File: src/sv/hs_pkg.sv
// Package: sizes, cell link types and controller states of the heap sorter.
`timescale 1ns / 1ps
package hs_pkg;

  // Number of values one set can hold
  localparam int CAPACITY = 64;
  // Width of the fill count, which must also hold CAPACITY itself
  localparam int CNT_W    = $clog2(CAPACITY + 1);
  localparam int VAL_W    = 32;

  // Controller state
  typedef enum logic {
    ST_FILL,
    ST_DRAIN
  } hs_state_e;

  // Per-cycle command broadcast to every cell
  typedef struct packed {
    logic insert;
    logic drain;
  } hs_ctrl_t;

  // Status one cell hands to its upper neighbour
  typedef struct packed {
    logic occ;  // cell holds a value
    logic le;   // held value is not greater than the incoming one
  } hs_link_t;

endpackage

File: src/sv/hs_cell.sv
// Module: one sorting cell holding a single value of the ascending row.
`timescale 1ns / 1ps
module hs_cell (
  input  logic                            clk_i,
  input  hs_pkg::hs_ctrl_t                ctrl_i,
  input  logic signed [hs_pkg::VAL_W-1:0] ins_i,
  input  logic                            occ_i,
  input  hs_pkg::hs_link_t                prev_i,
  input  logic signed [hs_pkg::VAL_W-1:0] prev_val_i,
  input  logic signed [hs_pkg::VAL_W-1:0] next_val_i,
  output hs_pkg::hs_link_t                link_o,
  output logic signed [hs_pkg::VAL_W-1:0] val_o
);
  import hs_pkg::*;

  logic signed [VAL_W-1:0] val_q, val_d;
  logic                    le;

  // Compare the held value against the broadcast one
  assign le        = occ_i && (val_q <= ins_i);
  assign link_o.occ = occ_i;
  assign link_o.le  = le;
  assign val_o      = val_q;

  // Keep, take from below, take the new value, or pass downwards when draining
  always_comb begin
    val_d = val_q;
    if (ctrl_i.drain) begin
      val_d = next_val_i;
    end else if (ctrl_i.insert && !le) begin
      if (prev_i.occ && !prev_i.le) begin
        val_d = prev_val_i;
      end else if (prev_i.occ && prev_i.le) begin
        val_d = ins_i;
      end
    end
  end

  always_ff @(posedge clk_i) begin
    val_q <= val_d;
  end

endmodule

File: config.mk
export PLATFORM = sky130hd
export DESIGN_NAME = hs_cell
export DESIGN_NICKNAME = d
export VERILOG_FILES = /design/src/sv/hs_pkg.sv /design/src/sv/hs_cell.sv
export SDC_FILE = /design/constraint.sdc
export NUM_CORES = 1
export LEC_CHECK = 0
export ABC_AREA = 1
export ABC_CLOCK_PERIOD_IN_PS = 4550
export BUFFER_PORTS_ARGS = -buffer_cell sky130_fd_sc_hd__buf_4
export CORE_AREA = 2 2 78 80
export DETAILED_ROUTE_END_ITERATION = 10
export DIE_AREA = 0 0 80 82
export PLACE_DENSITY = 0.76
export SYNTH_ARGS = -nofsm -noshare
export SYNTH_HDL_FRONTEND = slang
export SYNTH_SLANG_ARGS = --single-unit
File: constraint.sdc
create_clock -name clk_i -period 4.55 [get_ports clk_i]
set_clock_uncertainty 0.15 [all_clocks]
set_input_delay 0.6825 -clock clk_i [delete_from_list [all_inputs] [get_ports clk_i]]
set_output_delay 0.6825 -clock clk_i [all_outputs]
set_load 0.1 [all_outputs]
== Yosys cells after proc, flatten, opt, wreduce, memory -nomap -nowiden ==
Cells that the tools add are included.
Operators by class
  eq/ne operators: 0
  muxes and demuxes: 4
  shift-type cells: 0
  bitwise logic cells: 0
  order comparisons: 1
  divide/modulo/power cells: 0
  reductions and logical operators: 9
  add/subtract/negate cells: 0
  multipliers: 0
Operator list (count)
  $mux 32: 4
  $le 32x32->1: 1
  $logic_and 1x1->1: 4
  $reduce_bool 3->1: 1
  $logic_not 1->1: 2
  $reduce_and 2->1: 1
  $reduce_bool 2->1: 1
Word-level totals
  output and inout bits: 34
  memory bits (writable): 0
  memories kept: 0
  bits of input ports: 102
  memory bits (read-only): 0
  logic and storage cells: 15
  bits in latches: 0
  flip-flop bits (word level): 32

== Longest topological paths before layout ==
  depth in word-level cells: 6
  gate-level depth with buffers: 18
  gate-level depth less buffers: 18

== Worst setup path before layout ==
No wires, ideal clock.
  kind: register to register
  from: reg val_q[31] (netlist: val_o[31])
  to: reg val_q[0] (netlist: val_o[0]), enable pin
  required time: 4.010 ns
  period minus slack after synthesis: 3.290 ns
  arrival: 2.750 ns
  library setup time: 0.390 ns
  buffers on the path: 0
  path slack: 1.260 ns
  stages on the path, launching flop included: 12
  cell sequence: edfxtp_1 > ha_1 > nand2_1 > nor2_2 > nand2_2 > nor3b_2 > nand2_1 > nand3_1 > nand3_1 > nand2_1 > nand2_1 > nand2_1
On the way
  word-level cells in the longest chain between the ends: 6
RTL lines
  from (decl): RTL line hs_cell.sv:16  | logic signed [VAL_W-1:0] val_q, val_d;
  from (signal assigned): RTL line hs_cell.sv:40  | val_q <= val_d;
  $le 32x32->1: RTL line hs_cell.sv:20  | assign le = occ_i && (val_q <= ins_i);
  $logic_and 1x1->1: RTL line hs_cell.sv:20
  $logic_not 1->1: RTL line hs_cell.sv:30  | end else if (ctrl_i.insert && !le) begin
  $logic_and 1x1->1: RTL line hs_cell.sv:30
  $reduce_bool 2->1 (no source line)
  $reduce_and 2->1 (no source line)
No other way between the ends.
A chain may end at the register's enable or synchronous reset.

==> flow_summary_export.csv <==
group,metric,value,unit
clock_tree,cts_root_buffer,"clkbuf_8",
synthesis,syn_nets,462,
clock_tree,clock_path_buffers,2,
worst_setup_path,cpMostUsedCell,"nand2_1",
floorplan,initial_core_util,43.95,%
synthesis,synth_area,0.002525,mm²
sta,finalHoldViolCount,0,
job,max-cap-violations,0,
route,drc_errors,0,
floorplan,die_h,82,µm
layout,fill_cells,527,
layout,nets,592,
floorplan,core_area,0.005746,mm²
worst_setup_path,critPathArrivalTime,2.34,ns
clock_tree,clk_latency,0.29,ns
global_routing,track_usage,20.89,%
run_status,run_status,"finished clean",
clock_tree,clock-sinks,32,
route,dr.pass1.iters,4,
worst_setup_path,crit_slowest_cell,"ha_1",
worst_setup_path,required,3.72,ns
layout,drive_above_1_share,33.33,%
place,io_buffers,135,
power_and_ir_drop,power.density,295.0,mW/mm²
route,wl_met1,2814,µm
route,dr_wl_met2,3694,µm
route,via_per_inst,4.873,
clock_tree,clk_pin_slew,0.07,ns
sta,rsz0062_at_grt,"false",
global_routing,grt_pass1_vias,2499,
worst_setup_path,endpoint_kind,"primary output",
layout,area.growth.synth_to_final,44.80,%
synthesis,synth_cell_types,23,
floorplan,io_pins,136,
floorplan,dieArea,0.006560,mm²
place,routabilityCongestion,0.7947,
sta,setup_violations,0,
layout,antenna_cells,0,
floorplan,die_w,80,µm
place,place_ws,1.362,ns
sta,fmax,315.4,MHz
hold_path,min_path_type,"in -> reg",
sta,fin_ws,1.380,ns
route,num_vias,2602,
worst_setup_path,start_kind,"input port",
route,wl_met3,372,µm
sta,hold_ws,0.5843,ns
worst_setup_path,cp_cell_sequence,"buf_4 -> inv_1 -> ha_1 -> nand2_1 -> nor2_2 -> nand2_2 -> nor3b_2 -> nand2_1 -> nand2_1 -> nand2_1 -> nand3_1 -> nand2_1 -> inv_1 -> buf_4",
sta,fin_crit_sh,69.68,%
power_and_ir_drop,power_leakage,0.001912,µW
clock_tree,cts_buffers,5,
floorplan,fp-row-count,28,
worst_setup_path,critPathMaxStageDelay,0.33,ns
worst_setup_path,worstSetupPathType,"in -> out",
global_routing,grt_max_degree,41,
power_and_ir_drop,ir_drop,0.0001413,V
route,final_antenna_net_count,0,
clock_tree,post_cts_buffers,0,
global_routing,antenna_found_initial,0,
layout,largest_reg_flops,32,
synthesis,yosysWarnings,0,
sta,tightest_slew,1.030,ns
clock_tree,tritoncts,"built",
global_routing,grt_first_pass_wirelength,10760,µm
route,drt_iter0_markers,92,
global_routing,grt-ovfl-total,0,
route,detail_route.wl_per_cell,13.04,µm
synthesis,ys_ff_latch,32,
clock_tree,htree_levels,2,
clock_tree,cts_resized,0,
layout,fin_area,0.003656,mm²
layout,multi_input_area,0.001310,mm²
place,dpl-instance-area,0.003573,mm²
synthesis,synth.avg_cell_area,7.698,µm²
synthesis,netlist_instances,328,
synthesis,ys_seq_area_share,38.06,%
worst_setup_path,crit_path_max_fanout,4,
worst_setup_path,path_buf_inv,4,
sta,relSlewSlack,31.24,%
clock_tree,hold_buffers,0,
place,place_hpwl,5419,µm
layout,regArea,960.9,µm²
route,highest_layer,"met4",
route,wl,6964,µm
sta,fin_tns_setup,0,ns
sta,min_period,3.170,ns
sta,maxSlewViolCount,0,
worst_setup_path,crit_family,"simple AND/OR/NAND/NOR gates",
[final cells by class]
class,instances,area share (%)
Timing Repair Buffer,138,28.34
Sequential cell,32,26.28
Clock inverter,3,0.3765
Tap cell,75,2.567
Multi-Input combinational cell,235,35.83
Inverter,46,4.723
Clock buffer,5,1.882
[report_power, final]
| group | internal, µW | total (µW) | switching, µW |
|---|---|---|---|
| logic | 153 | 487 | 335 |
| registers | 361 | 377 | 15.7 |
| clock network | 104 | 215 | 111 |
| total | 617 | 1080 | 461 |
[cells in the final DEF, fill, tap and decap left out]
master      n
inv_1      44
nand3_1     4
buf_4     138
o21a_1      1
a21o_1      1
o21a_2      1
nor3b_2     1
nand4_1     3
o21ai_0     2
a31oi_1    32
nor2_1     39
clkinv_2    2
inv_2       1
a21oi_1    13
nand2_1   101
a21oi_2     1
clkinv_1    2
nor2_2      2
clkbuf_8    5
edfxtp_1   32
nand2_2     2
ha_1       32
[logic make-up (layout without fill, tap and decap cells)]
| family | after synthesis | count (layout) | share of synthesized area (%) |
|---|---|---|---|
| buffers and inverters | 61 | 192 | 10.16 |
| flip-flops | 32 | 32 | 38.06 |
| AND/OR/NAND/NOR | 152 | 152 | 23.74 |
| adder cells (fa/ha/maj) | 32 | 32 | 15.86 |
| AO/OA/AOI/OAI | 51 | 51 | 12.19 |
[routing by layer]
layer | vias to the layer above | global-route usage, %
met5 | - | 0
li1 | 1346 | -
met1 | 1179 | 23.77
met3 | 6 | 4.176
met2 | 71 | 39.50
met4 | 0 | 5.932
[Yosys cell counts (all sizes together)]
cell type | count | area [µm²]
nand4 | 3 | 18.77
o21a | 2 | 16.27
nor2 | 41 | 156.4
dlymetal6s2s | 1 | 12.51
nand2 | 103 | 391.6
o21ai | 2 | 10.01
inv | 45 | 168.9
a21oi | 14 | 73.82
a31oi | 32 | 200.2
ha | 32 | 400.4
buf | 6 | 41.28
edfxtp | 32 | 960.9
a21o | 1 | 7.510
nor3b | 1 | 12.51
clkinv | 1 | 3.750
nand3 | 4 | 20.02
clkbuf | 8 | 30.03
[worst register-to-register path: cells and delay by family (launching register included)]
kind / cells / cell delay (ns)
buffers and inverters: 1 / 0.41
DFF: 1 / 0.41
adders and majority gates: 1 / 0.31
and+or+nand+nor: 10 / 1.03
[stage by stage]
stage                     utilization, %  std cells  power [µW]
final                              63.63        534        1079
after global routing               63.63        534        1131
after CTS                          63.63        534        1090
after detailed placement           62.20        526       871.1
after global placement             62.20        526       863.6
after floorplan                        -        328       723.3
[path summary, 6_finish.rpt]
path	startpoint	to	slack [ns]	depth (start not counted)
max	ins_i[31]	link_o[0]	1.38	14
min	next_val_i[15]	val_o[15]	0.58	3
max reg2reg	val_o[23]	val_o[10]	1.90	12
min reg2reg	val_o[31]	val_o[26]	1.25	7
Power figures use the tool's default switching activity.
